<file path="src/kli_pkg.sv">
`timescale 1ns / 1ps
package kli_pkg;

  localparam int DEF_MAX_CLUSTERS = 8;
  localparam int DEF_MAX_DIMS     = 8;
  localparam int DEF_MAX_POINTS   = 65535;
  localparam int DEF_QUEUE_DEPTH  = 4;

  localparam int FV_W   = 16;
  localparam int DIST_W = 35;
  localparam int SUM_W  = 32;
  localparam int TOT_W  = 51;
  localparam int CNT_W  = 16;

  localparam logic [1:0] CMD_LOAD   = 2'd0;
  localparam logic [1:0] CMD_POINT  = 2'd1;
  localparam logic [1:0] CMD_FINISH = 2'd2;

  localparam logic [1:0] REG_NUM_CLUSTERS = 2'd0;
  localparam logic [1:0] REG_NUM_DIMS     = 2'd1;
  localparam logic [1:0] REG_TOLERANCE    = 2'd2;

  localparam logic KIND_ASSIGN   = 1'b0;
  localparam logic KIND_CENTROID = 1'b1;

  localparam logic [DIST_W-1:0] DIST_MAX = {DIST_W{1'b1}};
  localparam logic [TOT_W-1:0]  TOT_MAX  = {TOT_W{1'b1}};

  typedef struct packed {
    logic [1:0]             cmd;
    logic [2:0]             cluster_index;
    logic [2:0]             dim_index;
    logic signed [FV_W-1:0] feature_value;
  } item_t;

  typedef struct packed {
    logic                   kind;
    logic [2:0]             cluster;
    logic [2:0]             dim;
    logic signed [FV_W-1:0] centroid_value;
    logic [DIST_W-1:0]      distance_sq;
    logic [CNT_W-1:0]       cluster_count;
    logic [DIST_W-1:0]      mean_distortion;
    logic                   empty_cluster;
    logic                   changed;
    logic                   last;
  } res_t;

endpackage

</file>
<file path="src/kli_fifo.sv">
`timescale 1ns / 1ps
module kli_fifo #(
  parameter int W     = 8,
  parameter int DEPTH = kli_pkg::DEF_QUEUE_DEPTH
) (
  input  logic         clk,
  input  logic         rst_n,
  input  logic         push,
  input  logic [W-1:0] din,
  output logic         full,
  input  logic         pop,
  output logic [W-1:0] dout,
  output logic         empty
);
  import kli_pkg::*;

  localparam int PTR_W = (DEPTH > 1) ? $clog2(DEPTH) : 1;
  localparam int CNT_W2 = $clog2(DEPTH + 1);

  logic [W-1:0]      slot_r [DEPTH];
  logic [PTR_W-1:0]  wr_ptr_r, rd_ptr_r;
  logic [CNT_W2-1:0] count_r;
  logic              push_ok, pop_ok;

  assign full    = (count_r == CNT_W2'(DEPTH));
  assign empty   = (count_r == '0);
  assign push_ok = push && !full;
  assign pop_ok  = pop && !empty;
  assign dout    = slot_r[rd_ptr_r];

  always_ff @(posedge clk) begin
    if (push_ok) begin
      slot_r[wr_ptr_r] <= din;
    end
  end

  always_ff @(posedge clk) begin
    if (!rst_n) begin
      wr_ptr_r <= '0;
      rd_ptr_r <= '0;
      count_r  <= '0;
    end else begin
      if (push_ok) begin
        wr_ptr_r <= (wr_ptr_r == PTR_W'(DEPTH - 1)) ? '0 : wr_ptr_r + PTR_W'(1);
      end
      if (pop_ok) begin
        rd_ptr_r <= (rd_ptr_r == PTR_W'(DEPTH - 1)) ? '0 : rd_ptr_r + PTR_W'(1);
      end
      if (push_ok && !pop_ok) begin
        count_r <= count_r + CNT_W2'(1);
      end else if (pop_ok && !push_ok) begin
        count_r <= count_r - CNT_W2'(1);
      end
    end
  end

endmodule

</file>
<file path="config.mk">
export PLATFORM = sky130hd
export DESIGN_NAME = kli_fifo
export DESIGN_NICKNAME = d
export VERILOG_FILES = /design/src/kli_pkg.sv /design/src/kli_fifo.sv
export SDC_FILE = /design/constraint.sdc
export NUM_CORES = 1
export LEC_CHECK = 0
export BUFFER_PORTS_ARGS = -buffer_cell sky130_fd_sc_hd__buf_4
export CAP_MARGIN = 20
export CORE_MARGIN = 1.5
export CORE_UTILIZATION = 50
export DETAILED_ROUTE_END_ITERATION = 10
export PLACE_DENSITY = 0.71
export SETUP_SLACK_MARGIN = 0.4
export SLEW_MARGIN = 20
export SYNTH_ARGS = -nofsm -noshare
export SYNTH_HDL_FRONTEND = slang
export SYNTH_SLANG_ARGS = --single-unit
</file>
<file path="constraint.sdc">
create_clock -name clk -period 4.7 [get_ports clk]
set_clock_uncertainty 0.15 [all_clocks]
set_input_delay 0.94 -clock clk [delete_from_list [all_inputs] [get_ports clk]]
set_output_delay 0.94 -clock clk [all_outputs]
set_load 0.1 [all_outputs]
</file>
==> metrics.cfg, run 1 <==
[floorplan]
num_io_pins = 22
core_area_um2 = 3080
num_rows = 20
dieWidth_um = 60.1
die-area_um2 = 3610
chipHeight_um = 60.1
initial_core_util_pct = 53.0

[placement]
io_buffers = 21
dp_hpwl_mm = 1.65
place_area_um2 = 1830
globalplace.congestion = 0.652
place_inst = 154

[yosys]
avgSynthCellArea_um2 = 17.5
synth.yosys.seq_area_share_pct = 70.0
synth-seq-cells = 41
yosys_warnings = 0
synthCells = 93
syn_area_um2 = 1630
synth.distinct_cells = 23
syn_nets = 112

[clocking]
cts_root_buffer = clkbuf_4
cts_htree_levels = 2
ctsResizeCount = 0
clockBufferDepth = 2
numCtsBuffers = 5
worstSkewPairLatency_ns = 0.34
numClockSinks = 41
cts.clk_slew.worst_paths_ns = 0.11
ctsHoldBuffers = 0
cts_tree = yes
post_cts_buffers = 0

[layout]
antenna_cells = 0
nFillCells = 233
nets = 136
syn_to_final_growth_pct = 17.2
drive_gt1_share_pct = 31.4
stdcell_area_um2 = 1910
final_cell_mix = edfxtp_1, buf_4, dfxtp_1, mux4_2
layout_commonest_cell = edfxtp_1
final_cells = 162

[sta]
setup_viol = 0
timing.final.crit_share_pct = 62.9
slew_headroom_pct = 57.9
rsz0062_at_grt = false
drv_slew = 0
clock.fmax_ghz = 0.338
period_needed_ns = 2.95
finalHoldViolCount = 0
tightest_slew_ns = 0.626
setup_tns_ns = 0

[power_and_ir_drop]
power_density_nw_per_um2 = 655
p_comb_share_pct = 41.6
seqPwrFrac_pct = 39.5
power.net_switching_uw = 531
p_sw_share_pct = 42.4
leakage_uw = 0.000695
clkPwrFrac_pct = 18.9
vdd_ir_drop_max_v = 0.000366
power.internal_uw = 720

[route]
antenna_left = 0
wl_per_cell_um = 15.2
dr.pass1.iters = 4
wirelength_mm = 2.46
vias_per_cell = 4.98
num_vias = 807
drt_iter0_markers = 12
drc_errors = 0

[global_routing]
grt_use_total_pct = 16.1
grt_first_pass_wirelength_mm = 3.94
grt_pass1_vias = 809
grt_max_degree = 13
antenna_found_initial = 0
grt_overflow = 0

[setup_path]
critical_path_class = flop to output pin
cp.arrival_ns = 1.86
cp-start-kind = flop
end_kind = output pin
cp_max_fo = 8
crit_required_ns = 3.61

[hold_path]
hold_path_class = flop to flop

[outcome]
outcome = complete, no violations

[flow_run]
maxCapViolCount = 0

power groups by stage:
stage	Clock, uW	Combinational (uW)	Sequential (uW)
after global placement	0	520	503
final	236	520	494
after CTS	241	526	498
after floorplan	0	454	475
after global routing	256	549	505
after detailed placement	0	526	506
path summary, 6_finish.rpt:
| path | start | to | slack, ns | cells after the start |
|---|---|---|---|---|
| hold reg to reg | wr_ptr_r[1] | wr_ptr_r[1] | 0.35 | 2 |
| hold / removal | wr_ptr_r[1] | wr_ptr_r[1] | 0.35 | 2 |
| setup reg to reg | count_r[1] | count_r[2] | 2.17 | 7 |
| setup / recovery | flop | dout[3] | 1.75 | 2 |
metal layers:
metal / GRT usage [%] / vias to the layer above / routed length, um
met4: 5.71 / 0 / 32
met5: 0 / - / 0
met2: 25.9 / 19 / 1260
met3: 6.49 / 4 / 100
met1: 19.7 / 390 / 1070
li1: - / 394 / -
logic make-up after synthesis:
family | Yosys count | share of synthesized area (%)
adders and majority gates | 7 | 5.83
AOI/OAI and AO/OA | 5 | 1.84
muxes | 11 | 12.9
buffers and inverters | 7 | 1.76
and+or+nand+nor | 20 | 6.60
xor gates and xnor gates | 2 | 1.07
DFF | 41 | 70.0
layout make-up:
class | instances | area [um2] | share of cell area [%]
Inverter | 3 | 11.3 | 0.589
Clock buffer | 7 | 55.1 | 2.88
Multi-Input combinational cell | 45 | 460 | 24.1
Timing Repair Buffer | 21 | 158 | 8.25
Clock inverter | 1 | 30.0 | 1.57
Tap cell | 44 | 55.1 | 2.88
Sequential cell | 41 | 1140 | 59.7
through the flow:
| stage | power, uW | setup slack, ns | util (%) | hold slack, ns |
|---|---|---|---|---|
| floorplan | 930 | 1.16 | - | 0.318 |
| global placement | 1020 | 1.84 | 59.3 | 0.350 |
| detailed placement | 1030 | 1.75 | 59.3 | 0.340 |
| CTS | 1260 | 1.67 | 62.1 | 0.355 |
| global route | 1310 | 1.58 | 62.1 | 0.403 |
| finish | 1250 | 1.75 | 62.1 | 0.354 |
sequential cells by signal (all words and copies together) (netlist names), named ones only:
| name | count |
|---|---|
| count_r | 3 |
| rd_ptr_r | 2 |
| slot_r | 32 |
| wr_ptr_r | 2 |
worst max-delay path, cell delays in order (launching register included):
cell	delay (ns)
dfxtp_1	0.68
mux4_2	0.59
buf_4	0.25
cell usage after synthesis (all sizes together):
cell type  instances  area (um2)
a21boi             1        7.51
nand3              2        10.0
inv                3        11.3
mux4               8         180
xnor2              1        8.76
nor3               1        5.00
nand2              6        22.5
edfxtp            32         961
nor2               2        7.51
and2               5        31.3
mux2i              3        30.0
ha                 6        75.1
o31ai              1        7.51
dfxtp              9         180
clkbuf             1        3.75
xor2               1        8.76
nor3b              1        12.5
nor2b              2        12.5
o21ai              3        15.0
fa                 1        20.0
buf                3        13.8
or3                1        6.26
(Power assumes the default switching activity.)
==> run 2, diff against run 1 <==
Clock period 4.7 ns to 2.95 ns, I/O delays scaled along.
==> metrics.cfg, run 2 (synthesis results as in run 1) <==
[sta]
setup_viol = 0  ; unchanged
clock.fmax_ghz = 0.419
slew_headroom_pct = 67.7  ; was 57.9%
tightest_slew_ns = 0.484  ; was 0.626 ns
finalHoldViolCount = 0  ; unchanged
drv_slew = 0  ; unchanged
period_needed_ns = 2.39
setup_tns_ns = 0  ; unchanged
rsz0062_at_grt = false  ; unchanged
timing.final.crit_share_pct = 80.9

[clocking]
numClockSinks = 41  ; unchanged
clockBufferDepth = 2  ; unchanged
numCtsBuffers = 5  ; unchanged
cts_root_buffer = clkbuf_4  ; unchanged
ctsHoldBuffers = 0  ; unchanged
worstSkewPairLatency_ns = 0.33  ; was 0.34 ns
ctsResizeCount = 1  ; was 0
cts.clk_slew.worst_paths_ns = 0.11  ; about the same
post_cts_buffers = 0  ; unchanged
cts_tree = yes  ; unchanged
cts_htree_levels = 2  ; unchanged

[setup_path]
r2r_setup_slack_ns = 0.71  ; was 2.17 ns
critical_path_class = flop to output pin  ; unchanged
crit_chain = mux4_2 -> buf_4  ; unchanged
cp.arrival_ns = 1.65  ; was 1.86 ns
cp_max_fo = 8  ; unchanged
crit_family = multiplexers  ; was flip-flops
crit_slowest_cell = mux4_2  ; was dfxtp_1
crit_buf_inv = 1  ; unchanged
r2r_cells = 7  ; unchanged
end_kind = output pin  ; unchanged
max_stage_delay_ns = 0.55  ; was 0.68 ns
cp-start-kind = flop  ; unchanged
r2r-end = count_r[2]  ; unchanged
crit_required_ns = 2.21  ; was 3.61 ns
r2r_start = count_r[1]  ; unchanged

[power_and_ir_drop]
p_comb_share_pct = 43.2  ; was 41.6%
power.internal_uw = 1150  ; was 720 uW
power_density_nw_per_um2 = 1030  ; was 655 nW/um2
leakage_uw = 0.000696  ; was 0.000695 uW
p_sw_share_pct = 42.6  ; was 42.4%
clkPwrFrac_pct = 17.0  ; was 18.9%
seqPwrFrac_pct = 39.8  ; was 39.5%
vdd_ir_drop_max_v = 0.000351  ; was 0.000366 V
power.net_switching_uw = 857  ; was 531 uW

[placement]
globalplace.congestion = 0.646  ; was 0.652
place_area_um2 = 1870  ; was 1830 um2
dp_hpwl_mm = 1.70  ; was 1.65 mm
io_buffers = 21  ; unchanged

[route]
dr.pass1.iters = 4  ; unchanged
wirelength_mm = 2.48  ; was 2.46 mm
wl_per_cell_um = 15.2  ; about the same
vias_per_cell = 5.07  ; was 4.98
num_vias = 827  ; was 807
antenna_left = 0  ; unchanged
drc_errors = 0  ; unchanged
drt_iter0_markers = 24  ; was 12

[layout]
layout_commonest_cell = edfxtp_1  ; unchanged
final_cell_mix = edfxtp_1, buf_4, mux4_2, nand2_1  ; was edfxtp_1, buf_4, dfxtp_1, mux4_2
top_regs = slot_r x32, count_r x3  ; unchanged
antenna_cells = 0  ; unchanged
nets = 137  ; was 136
largest_reg_flops = 32  ; unchanged
nFillCells = 232  ; was 233
syn_to_final_growth_pct = 19.4  ; was 17.2%
drive_gt1_share_pct = 38.7  ; was 31.4%
top_register = slot_r  ; unchanged
stdcell_area_um2 = 1950  ; was 1910 um2

[floorplan]
num_rows = 20  ; unchanged
dieWidth_um = 60.1  ; unchanged
chipHeight_um = 60.1  ; unchanged
die-area_um2 = 3610  ; unchanged
num_io_pins = 22  ; unchanged
core_area_um2 = 3080  ; unchanged
initial_core_util_pct = 53.0  ; unchanged

[hold_path]
min_to = slot_r[1][2]  ; was wr_ptr_r[1]
min_from = din[2]  ; was wr_ptr_r[1]
hold_path_class = input port to flop  ; was flop to flop
holdPathStages = 1  ; was 2

[global_routing]
grt_overflow = 0  ; unchanged
grt_use_total_pct = 15.5  ; was 16.1%
grt_max_degree = 13  ; unchanged
grt_pass1_vias = 853  ; was 809
grt_first_pass_wirelength_mm = 3.84  ; was 3.94 mm
antenna_found_initial = 0  ; unchanged

[outcome]
outcome = complete, no violations  ; unchanged

[flow_run]
maxCapViolCount = 0  ; unchanged

## run 2: routing by layer
metal	global-route usage, %	vias up	part of all wire, %
met5	0	-	0
met4	7.62	0	1.3
met3	4.11	4	3.0
met2	25.0	13	53
met1	19.4	410	42
li1	-	400	-
## run 2: power groups by stage
| stage | registers (uW) | logic, uW | clock network, uW |
|---|---|---|---|
| 2_1_floorplan | 768 | 747 | 0 |
| 3_3_place_gp | 808 | 854 | 0 |
| 3_5_place_dp | 815 | 871 | 0 |
| 4_1_cts | 803 | 872 | 353 |
| 5_1_grt | 817 | 913 | 370 |
| 6_report | 801 | 868 | 342 |
## run 2: metrics by stage
step	cells	hold WS (ns)	worst slack (ns)	util, %	total power [uW]
floorplan	93	0.318	0.351	-	1510
global placement	155	0.332	0.609	60.6	1660
detailed placement	155	0.344	0.536	60.6	1690
CTS	163	0.278	0.504	63.1	2030
global route	163	0.285	0.481	63.3	2100
finish	163	0.297	0.563	63.3	2010
## run 2: worst max path at each step
stage               startpoint         end  slack (ns)  cells past startpoint
floorplan           count_r[0]  count_r[2]        0.35                      9
global placement    count_r[1]  count_r[2]        0.61                      7
detailed placement  count_r[1]  count_r[2]        0.54                      7
CTS                 count_r[1]  count_r[2]        0.50                      7
global route              flop     dout[2]        0.48                      2
finish                    flop     dout[7]        0.56                      2
## run 2: layout make-up
type | instances | area [um2] | share of cell area (%)
clock buffer | 6 | 41.3 | 2.12
sequential | 41 | 1150 | 59.0
inverter | 3 | 11.3 | 0.578
tap | 44 | 55.1 | 2.83
multi-input combinational | 45 | 492 | 25.3
timing repair buffer | 22 | 165 | 8.48
clock inverter | 2 | 33.8 | 1.74
## run 2: worst reg2reg max path: cells and delay by family (launching register included)
family	cells	cell delay [ns]
flip-flops	1	0.38
AO/OA/AOI/OAI	2	0.56
adder cells (fa/ha/maj)	2	0.58
AND/OR/NAND/NOR	1	0.31
XOR/XNOR	1	0.15
buffers and inverters	1	0.04
