$ cat src/kli_pkg.sv
`timescale 1ns / 1ps
package kli_pkg;

  localparam int DEF_MAX_CLUSTERS = 8;
  localparam int DEF_MAX_DIMS     = 8;
  localparam int DEF_MAX_POINTS   = 65535;
  localparam int DEF_QUEUE_DEPTH  = 4;

  localparam int FV_W   = 16;
  localparam int DIST_W = 35;
  localparam int SUM_W  = 32;
  localparam int TOT_W  = 51;
  localparam int CNT_W  = 16;

  localparam logic [1:0] CMD_LOAD   = 2'd0;
  localparam logic [1:0] CMD_POINT  = 2'd1;
  localparam logic [1:0] CMD_FINISH = 2'd2;

  localparam logic [1:0] REG_NUM_CLUSTERS = 2'd0;
  localparam logic [1:0] REG_NUM_DIMS     = 2'd1;
  localparam logic [1:0] REG_TOLERANCE    = 2'd2;

  localparam logic KIND_ASSIGN   = 1'b0;
  localparam logic KIND_CENTROID = 1'b1;

  localparam logic [DIST_W-1:0] DIST_MAX = {DIST_W{1'b1}};
  localparam logic [TOT_W-1:0]  TOT_MAX  = {TOT_W{1'b1}};

  typedef struct packed {
    logic [1:0]             cmd;
    logic [2:0]             cluster_index;
    logic [2:0]             dim_index;
    logic signed [FV_W-1:0] feature_value;
  } item_t;

  typedef struct packed {
    logic                   kind;
    logic [2:0]             cluster;
    logic [2:0]             dim;
    logic signed [FV_W-1:0] centroid_value;
    logic [DIST_W-1:0]      distance_sq;
    logic [CNT_W-1:0]       cluster_count;
    logic [DIST_W-1:0]      mean_distortion;
    logic                   empty_cluster;
    logic                   changed;
    logic                   last;
  } res_t;

endpackage

$ cat src/kli_div.sv
`timescale 1ns / 1ps
module kli_div #(
  parameter int N = 51,
  parameter int M = 16
) (
  input  logic         clk,
  input  logic         rst_n,
  input  logic         start,
  input  logic [N-1:0] dividend,
  input  logic [M-1:0] divisor,
  output logic         done,
  output logic [N-1:0] quotient
);
  import kli_pkg::*;

  localparam int CW = $clog2(N + 1);

  logic          busy_r;
  logic [CW-1:0] cnt_r;
  logic [N-1:0]  dvd_r;
  logic [M-1:0]  rem_r, dsr_r;
  logic [M:0]    trial, diff;
  logic          ge;

  // restoring division, one quotient bit a cycle
  assign trial    = {rem_r, dvd_r[N-1]};
  assign ge       = (trial >= {1'b0, dsr_r});
  assign diff     = trial - {1'b0, dsr_r};
  assign done     = busy_r && (cnt_r == '0);
  assign quotient = dvd_r;

  always_ff @(posedge clk) begin
    if (!rst_n) begin
      busy_r <= 1'b0;
      cnt_r  <= '0;
    end else if (start) begin
      busy_r <= 1'b1;
      cnt_r  <= CW'(N);
      dvd_r  <= dividend;
      dsr_r  <= divisor;
      rem_r  <= '0;
    end else if (busy_r) begin
      if (cnt_r != '0) begin
        cnt_r <= cnt_r - CW'(1);
        rem_r <= ge ? diff[M-1:0] : trial[M-1:0];
        dvd_r <= {dvd_r[N-2:0], ge};
      end else begin
        busy_r <= 1'b0;
      end
    end
  end

endmodule

$ cat src/kli_engine.sv
`timescale 1ns / 1ps
module kli_engine #(
  parameter int MAX_CLUSTERS = kli_pkg::DEF_MAX_CLUSTERS,
  parameter int MAX_DIMS     = kli_pkg::DEF_MAX_DIMS,
  parameter int MAX_POINTS   = kli_pkg::DEF_MAX_POINTS
) (
  input  logic                               clk,
  input  logic                               rst_n,
  input  logic                               item_valid,
  input  kli_pkg::item_t                     item,
  output logic                               item_pop,
  input  logic [$clog2(MAX_CLUSTERS+1)-1:0]  nc,
  input  logic [$clog2(MAX_DIMS+1)-1:0]      nd,
  input  logic [kli_pkg::DIST_W-1:0]         tol,
  output logic                               res_push,
  output kli_pkg::res_t                      res,
  input  logic                               res_full
);
  import kli_pkg::*;

  localparam int KW  = (MAX_CLUSTERS > 1) ? $clog2(MAX_CLUSTERS) : 1;
  localparam int DW  = (MAX_DIMS > 1) ? $clog2(MAX_DIMS) : 1;
  localparam int KCW = $clog2(MAX_CLUSTERS + 1);
  localparam int DCW = $clog2(MAX_DIMS + 1);
  localparam int ENT = MAX_CLUSTERS * MAX_DIMS;
  localparam int AW  = (ENT > 1) ? $clog2(ENT) : 1;
  localparam int PW  = $clog2(MAX_POINTS + 1);

  localparam logic [3:0] S_IDLE  = 4'd0;
  localparam logic [3:0] S_DRD   = 4'd1;
  localparam logic [3:0] S_DMUL  = 4'd2;
  localparam logic [3:0] S_DACC  = 4'd3;
  localparam logic [3:0] S_ARD   = 4'd4;
  localparam logic [3:0] S_AWR   = 4'd5;
  localparam logic [3:0] S_AEMIT = 4'd6;
  localparam logic [3:0] S_MDIV  = 4'd7;
  localparam logic [3:0] S_FRD   = 4'd8;
  localparam logic [3:0] S_FLAT  = 4'd9;
  localparam logic [3:0] S_FDIV  = 4'd10;
  localparam logic [3:0] S_FMUL  = 4'd11;
  localparam logic [3:0] S_FACC  = 4'd12;
  localparam logic [3:0] S_FEMIT = 4'd13;

  logic [3:0] st_r;
  logic [KW-1:0] k_r, best_r, k_sel;
  logic [DW-1:0] d_r;
  logic [DIST_W-1:0] acc_r, bestd_r, move_r, mean_r;
  logic [31:0] sq_r;
  logic chg_r, neg_r;
  logic signed [FV_W-1:0] old_r, fresh_r;
  logic signed [FV_W-1:0] pb_r [MAX_DIMS];
  logic [PW-1:0] cnt_r [MAX_CLUSTERS];
  logic [TOT_W-1:0] tot_r;
  logic [PW-1:0] pts_r;

  // centroid store and sum memory
  logic signed [FV_W-1:0]  cst_mem [ENT];
  logic signed [SUM_W-1:0] sum_mem [ENT];
  logic signed [FV_W-1:0]  cst_q, cst_wd;
  logic signed [SUM_W-1:0] sum_q, sum_wd;
  logic [AW-1:0] addr_cur, load_addr, cst_wa;
  logic cst_we, sum_we;

  logic d_last, k_last, load_ok, pb_ok, pt_done;
  logic signed [FV_W-1:0] op_a, op_b;
  logic signed [16:0] df;
  logic signed [33:0] prod;
  logic [DIST_W:0] acc_sum;
  logic [DIST_W-1:0] acc_sat, acc_base;
  logic signed [SUM_W-1:0] sum_base;
  logic signed [FV_W-1:0] add_v;
  logic signed [SUM_W:0] s_ext;
  logic [TOT_W:0] tot_sum;
  logic [31:0] sum_mag;
  logic [FV_W-1:0] q_clamp;

  logic div_start, div_done;
  logic [TOT_W-1:0] div_dvd, div_q;
  logic [PW-1:0] div_dsr;

  assign k_sel     = (st_r == S_ARD || st_r == S_AWR) ? best_r : k_r;
  assign addr_cur  = AW'(int'(k_sel) * MAX_DIMS + int'(d_r));
  assign load_addr = AW'(int'(item.cluster_index) * MAX_DIMS + int'(item.dim_index));
  assign d_last    = (DCW'(d_r) + DCW'(1)) == nd;
  assign k_last    = (KCW'(k_r) + KCW'(1)) == nc;
  assign load_ok   = (8'(item.cluster_index) < 8'(MAX_CLUSTERS)) &&
                     (8'(item.dim_index) < 8'(MAX_DIMS));
  assign pb_ok     = 8'(item.dim_index) < 8'(MAX_DIMS);
  assign pt_done   = (8'(item.dim_index) + 8'd1) == 8'(nd);
  assign item_pop  = (st_r == S_IDLE) && item_valid;

  assign cst_we = (item_pop && item.cmd == CMD_LOAD && load_ok) || (st_r == S_FMUL);
  assign cst_wa = (st_r == S_FMUL) ? addr_cur : load_addr;
  assign cst_wd = (st_r == S_FMUL) ? fresh_r : item.feature_value;

  always_ff @(posedge clk) begin
    if (cst_we) begin
      cst_mem[cst_wa] <= cst_wd;
    end
    cst_q <= cst_mem[addr_cur];
  end

  always_ff @(posedge clk) begin
    if (sum_we) begin
      sum_mem[addr_cur] <= sum_wd;
    end
    sum_q <= sum_mem[addr_cur];
  end

  // squared difference: point vs centroid, or new vs old centroid
  assign op_a = (st_r == S_FMUL) ? fresh_r : pb_r[d_r];
  assign op_b = (st_r == S_FMUL) ? old_r : cst_q;
  assign df   = {op_a[FV_W-1], op_a} - {op_b[FV_W-1], op_b};
  assign prod = df * df;

  assign acc_base = (st_r == S_FACC) ? move_r : acc_r;
  assign acc_sum  = {1'b0, acc_base} + (DIST_W+1)'(sq_r);
  assign acc_sat  = acc_sum[DIST_W] ? DIST_MAX : acc_sum[DIST_W-1:0];

  // sums of a cluster with no count yet read as zero
  assign sum_base = (cnt_r[best_r] != '0) ? sum_q : '0;
  assign add_v    = (DCW'(d_r) < nd) ? pb_r[d_r] : '0;
  assign s_ext    = {sum_base[SUM_W-1], sum_base} + (SUM_W+1)'(add_v);
  assign sum_we   = (st_r == S_AWR);
  always_comb begin
    if (s_ext[SUM_W] != s_ext[SUM_W-1]) begin
      sum_wd = s_ext[SUM_W] ? {1'b1, {(SUM_W-1){1'b0}}} : {1'b0, {(SUM_W-1){1'b1}}};
    end else begin
      sum_wd = s_ext[SUM_W-1:0];
    end
  end

  assign tot_sum = {1'b0, tot_r} + (TOT_W+1)'(bestd_r);
  assign sum_mag = sum_q[SUM_W-1] ? 32'(-sum_q) : 32'(sum_q);

  always_comb begin
    if (!neg_r) begin
      q_clamp = (div_q > TOT_W'(32767)) ? 16'h7FFF : div_q[FV_W-1:0];
    end else begin
      q_clamp = (div_q > TOT_W'(32768)) ? 16'h8000 : (~div_q[FV_W-1:0] + 16'd1);
    end
  end

  assign div_start = (item_pop && item.cmd == CMD_FINISH && pts_r != '0) ||
                     (st_r == S_FLAT && cnt_r[k_r] != '0);
  assign div_dvd   = (st_r == S_FLAT) ? TOT_W'(sum_mag) : tot_r;
  assign div_dsr   = (st_r == S_FLAT) ? cnt_r[k_r] : pts_r;

  kli_div #(.N(TOT_W), .M(PW)) u_div (
    .clk      (clk),
    .rst_n    (rst_n),
    .start    (div_start),
    .dividend (div_dvd),
    .divisor  (div_dsr),
    .done     (div_done),
    .quotient (div_q)
  );

  assign res_push = (st_r == S_AEMIT || st_r == S_FEMIT) && !res_full;
  always_comb begin
    res = '0;
    if (st_r == S_AEMIT) begin
      res.kind          = KIND_ASSIGN;
      res.cluster       = 3'(best_r);
      res.distance_sq   = bestd_r;
      res.cluster_count = CNT_W'(cnt_r[best_r]);
    end else begin
      res.kind            = KIND_CENTROID;
      res.cluster         = 3'(k_r);
      res.dim             = 3'(d_r);
      res.centroid_value  = fresh_r;
      res.cluster_count   = CNT_W'(cnt_r[k_r]);
      res.mean_distortion = mean_r;
      res.empty_cluster   = (cnt_r[k_r] == '0);
      res.last            = k_last && d_last;
      res.changed         = k_last && d_last && chg_r;
    end
  end

  always_ff @(posedge clk) begin
    if (item_pop && item.cmd == CMD_POINT && pb_ok) begin
      pb_r[DW'(item.dim_index)] <= item.feature_value;
    end
  end

  always_ff @(posedge clk) begin
    if (!rst_n) begin
      st_r  <= S_IDLE;
      tot_r <= '0;
      pts_r <= '0;
      chg_r <= 1'b0;
      for (int i = 0; i < MAX_CLUSTERS; i++) begin
        cnt_r[i] <= '0;
      end
    end else begin
      case (st_r)
        S_IDLE: begin
          if (item_pop) begin
            k_r    <= '0;
            d_r    <= '0;
            acc_r  <= '0;
            move_r <= '0;
            chg_r  <= 1'b0;
            if (item.cmd == CMD_POINT && pt_done) begin
              st_r <= S_DRD;
            end else if (item.cmd == CMD_FINISH) begin
              mean_r <= '0;
              st_r   <= (pts_r != '0) ? S_MDIV : S_FRD;
            end
          end
        end
        S_DRD: st_r <= S_DMUL;
        S_DMUL: begin
          sq_r <= prod[31:0];
          st_r <= S_DACC;
        end
        S_DACC: begin
          if (d_last) begin
            if (k_r == '0 || acc_sat < bestd_r) begin
              best_r  <= k_r;
              bestd_r <= acc_sat;
            end
            if (k_last) begin
              d_r  <= '0;
              st_r <= (pts_r < PW'(MAX_POINTS)) ? S_ARD : S_AEMIT;
            end else begin
              k_r   <= k_r + KW'(1);
              d_r   <= '0;
              acc_r <= '0;
              st_r  <= S_DRD;
            end
          end else begin
            d_r   <= d_r + DW'(1);
            acc_r <= acc_sat;
            st_r  <= S_DRD;
          end
        end
        S_ARD: st_r <= S_AWR;
        S_AWR: begin
          // whole row is rewritten so stale dims read back as zero later
          if (d_r == DW'(MAX_DIMS - 1)) begin
            cnt_r[best_r] <= cnt_r[best_r] + PW'(1);
            pts_r <= pts_r + PW'(1);
            tot_r <= tot_sum[TOT_W] ? TOT_MAX : tot_sum[TOT_W-1:0];
            st_r  <= S_AEMIT;
          end else begin
            d_r  <= d_r + DW'(1);
            st_r <= S_ARD;
          end
        end
        S_AEMIT: begin
          if (!res_full) begin
            st_r <= S_IDLE;
          end
        end
        S_MDIV: begin
          if (div_done) begin
            mean_r <= (div_q > TOT_W'(DIST_MAX)) ? DIST_MAX : div_q[DIST_W-1:0];
            st_r   <= S_FRD;
          end
        end
        S_FRD: st_r <= S_FLAT;
        S_FLAT: begin
          old_r <= cst_q;
          neg_r <= sum_q[SUM_W-1];
          if (cnt_r[k_r] != '0) begin
            st_r <= S_FDIV;
          end else begin
            fresh_r <= cst_q;
            st_r    <= S_FMUL;
          end
        end
        S_FDIV: begin
          if (div_done) begin
            fresh_r <= q_clamp;
            st_r    <= S_FMUL;
          end
        end
        S_FMUL: begin
          sq_r <= prod[31:0];
          st_r <= S_FACC;
        end
        S_FACC: begin
          move_r <= acc_sat;
          if (d_last && acc_sat > tol) begin
            chg_r <= 1'b1;
          end
          st_r <= S_FEMIT;
        end
        S_FEMIT: begin
          if (!res_full) begin
            if (k_last && d_last) begin
              tot_r <= '0;
              pts_r <= '0;
              for (int i = 0; i < MAX_CLUSTERS; i++) begin
                cnt_r[i] <= '0;
              end
              st_r <= S_IDLE;
            end else if (d_last) begin
              k_r    <= k_r + KW'(1);
              d_r    <= '0;
              move_r <= '0;
              st_r   <= S_FRD;
            end else begin
              d_r  <= d_r + DW'(1);
              st_r <= S_FRD;
            end
          end
        end
        default: st_r <= S_IDLE;
      endcase
    end
  end

endmodule

$ cat config.mk
export PLATFORM = sky130hd
export DESIGN_NAME = kli_engine
export DESIGN_NICKNAME = d
export VERILOG_FILES = /design/src/kli_pkg.sv /design/src/kli_div.sv /design/src/kli_engine.sv
export SDC_FILE = /design/constraint.sdc
export NUM_CORES = 2
export LEC_CHECK = 0
export ABC_CLOCK_PERIOD_IN_PS = 11600
export BUFFER_PORTS_ARGS = -buffer_cell sky130_fd_sc_hd__buf_4
export CAP_MARGIN = 30
export CORE_MARGIN = 2
export CORE_UTILIZATION = 40
export DETAILED_ROUTE_END_ITERATION = 8
export GPL_ROUTABILITY_DRIVEN = 1
export GPL_TIMING_DRIVEN = 0
export HOLD_SLACK_MARGIN = 0.06
export PLACE_DENSITY = 0.68
export REMOVE_ABC_BUFFERS = 1
export SLEW_MARGIN = 20
export SYNTH_ARGS = -nofsm -noshare
export SYNTH_HDL_FRONTEND = slang
export SYNTH_HIERARCHICAL = 1
export SYNTH_SLANG_ARGS = --single-unit
$ cat constraint.sdc
create_clock -name clk -period 11.6 [get_ports clk]
set_clock_uncertainty 0.05 [all_clocks]
set_input_delay 2.9 -clock clk [delete_from_list [all_inputs] [get_ports clk]]
set_output_delay 2.9 -clock clk [all_outputs]
set_load 0.01 [all_outputs]
==> run summary <==
YS warnings - 6
Synth-to-Final Area Change - 18.2%
Vias in the first global route - 97700
Top Family by Delay on Critical Path - adder cells
DR WL/cell - 28.6 um
Dpl ws - -0.415 ns
Vias per cell - 6.08
Core Area - 0.397 mm2
Iter 0 DRT Violations - 13900
Buf+Inv Stages, Crit Path - 7
Slew Limit Fails - 0
FF+latch count, synth - 3760
GRT Total Usage - 0.228
Die Width - 635 um
Placed inst area - 0.177 mm2
Min Tclk post-route - 11.04 ns
Final setup fails - 0
CTS max path bufs - 4
Clock sinks - 3760
FMAX - 90.6 MHz
CTS Buf Count - 358
Die area - 0.404 mm2
Ports - 185
Yosys top cell area share - 0.682
# rows - 231
WHS Path Cells - 2
CP startpoint kind - flop
CP max FO - 45
CTS Root Cell - clkbuf_16
FF-to-FF Start - st_r[1]
Worst Hold Class - flop to flop
Post-synth top area cell - edfxtp_1
Critical-path top delay cell - xnor2_2
HPWL after DPL - 326 mm
Vert. Die Dim - 635 um
Hold-fix buffers, CTS - 0
Synth Area per Inst - 15.0 um2
First-pass GRT wire length - 683 mm
CTS tree - yes
Top_reg_cell synth - edfxtp_1
Routed vias - 102000
Dpl cells - 16000
Largest net degree at the start of global routing - 80
Critical Path AT - 11.61 ns
# DRC - 0
R2R depth - 38
Antenna-violating nets left - 0
Sequential-to-total area share from yosys stat - 0.699
H-tree depth - 5
CP startpoint - st_r[1]
Congestion Overflow GR - 0
Status - completed
EDFF count, synth - 3624
Share of layout cells above drive strength 1 - 0.150
Post-route clock period utilization - 0.952
Crit. path cell count - 38
Synth Cell Area - 0.159 mm2
CTS clk-pin slew, worst paths - 0.06 ns
Routed WL - 478 mm
Initial antenna violation count - 37
Worst Tran Pin Value - 1.16 ns
Critical path's largest stage delay - 0.61 ns
Design Area, Final - 0.189 mm2
Port-buffer cells - 184
Final nets - 11800
First drt pass iteration count - 8
Max-cap violations - 0
Synthesized instance count - 10700
Asr flop ratio synth - 0
Crit path kind - flop to flop
Synth top area cells - edfxtp_1 (68%), a22oi_1 (4.2%), fa_1 (3.3%)
Endpoints failing hold - 0
PnR worst setup slack - 0.558 ns
Hold Startpoint - tot_r[0]
Fin cells - 16700
Worst skew pair latency - 0.92 ns
CP required - 12.17 ns
Setup crit end kind - flop
Unrepaired setup endpoints after global routing - false
Initial Util - 0.402
Slew headroom - 0.222
Post-synthesis cell type count - 95
Placer congestion estimate - 0.888
## flip-flops by register name (all words and copies together), names as in the netlist, 31 cells and up, named ones only
register	count
sq_r	31
sum_mem	2048
sum_q	32
cst_mem	1024
move_r	35
bestd_r	35
u_div/quotient	51
acc_r	35
mean_r	35
cnt_r	128
pb_r	128
tot_r	51
## synth_stat cells (all sizes together), types with 39 or more instances
library cell,count
a21o,70
a21oi,264
a221oi,337
a22o,330
a22oi,884
a31oi,338
and2,91
buf,108
clkbuf,473
dfxtp,136
edfxtp,3624
fa,261
ha,297
inv,523
mux2,57
mux2i,86
mux4,96
nand2,531
nand2b,39
nand3,131
nand4,120
nor2,767
nor2b,69
nor3,69
nor4,82
o21a,44
o21ai,255
xnor2,127
xor2,93
## logic make-up after synthesis
logic type                 count (synthesis)  share of synthesized area
adders and majority gates                565                     0.0565
muxes                                    239                     0.0230
xor gates and xnor gates                 220                     0.0121
buffers and inverters                   1108                     0.0262
DFF                                     3760                      0.699
and+or+nand+nor                         2017                     0.0580
AOI/OAI and AO/OA                       2741                      0.125
## area by class of cell
| cell class | instances | area (um2) |
|---|---|---|
| Inverter | 527 | 1990 |
| Multi-Input combinational cell | 5783 | 45500 |
| Sequential cell | 3760 | 112000 |
| Tap cell | 5242 | 6560 |
| Clock buffer | 445 | 9500 |
| Antenna cell | 16 | 40.0 |
| Clock inverter | 194 | 2010 |
| Timing Repair Buffer | 746 | 11400 |
| Fill cell | 32500 | 208000 |
## worst reg2reg max path: cells and delay by family, from the launching register on
family	cells	cell delay, ns
simple gates	7	1.51
buf+inv	7	1.12
compound gates	14	3.19
fa+ha+maj	8	3.62
flops	1	0.56
xor+xnor	2	0.75
## cell usage in the layout (no fill, tap or decap), drive strengths merged, types with 30 or more instances in the layout
| cell | n |
|---|---|
| dfxtp | 136 |
| or3 | 34 |
| a22o | 330 |
| nand2 | 531 |
| o21ai | 255 |
| mux2i | 86 |
| a211oi | 30 |
| clkinv | 131 |
| o21a | 44 |
| a21o | 70 |
| nor2b | 69 |
| bufinv | 37 |
| a31oi | 338 |
| edfxtp | 3624 |
| nand4 | 120 |
| xnor2 | 127 |
| and2 | 91 |
| nand3 | 132 |
| and3 | 31 |
| xor2 | 93 |
| ha | 297 |
| nor4 | 82 |
| mux2 | 57 |
| a22oi | 884 |
| clkbuf | 450 |
| buf | 741 |
| o31ai | 30 |
| nand2b | 39 |
| mux4 | 96 |
| a221oi | 337 |
| fa | 261 |
| inv | 538 |
| nor2 | 767 |
| nor3 | 69 |
| a21oi | 264 |
## metrics by stage
stage | util | hold slack (ns) | setup TNS [ns]
2_1_floorplan | - | 0.379 | -
4_1_cts | 0.475 | 0.406 | 0
6_report | 0.475 | 0.406 | 0
3_3_place_gp | 0.417 | 0.395 | -
3_5_place_dp | 0.446 | 0.398 | -0.663
5_1_grt | 0.475 | 0.435 | 0
## worst paths after layout
kind,endpoint,slack (ns)
setup / recovery,sq_r[30],0.56
hold / removal,tot_r[0],0.41
setup reg to reg,sq_r[30],0.56
hold reg to reg,tot_r[0],0.41
## timing repair
item / in CTS / in global routing
setup endpoints to repair: 3 / 7
gates cloned: 0 / 1
resized for setup: 3 / 10
setup buffers: 0 / 1
## routing by layer
layer	share of wire	GRT usage
met1	0.37	0.298
met2	0.47	0.369
met3	0.11	0.0472
met4	0.048	0.0981
met5	0.00022	0
Power is not shown: default switching activity piles up to over one toggle a cycle in this logic, so the estimate is an artifact.
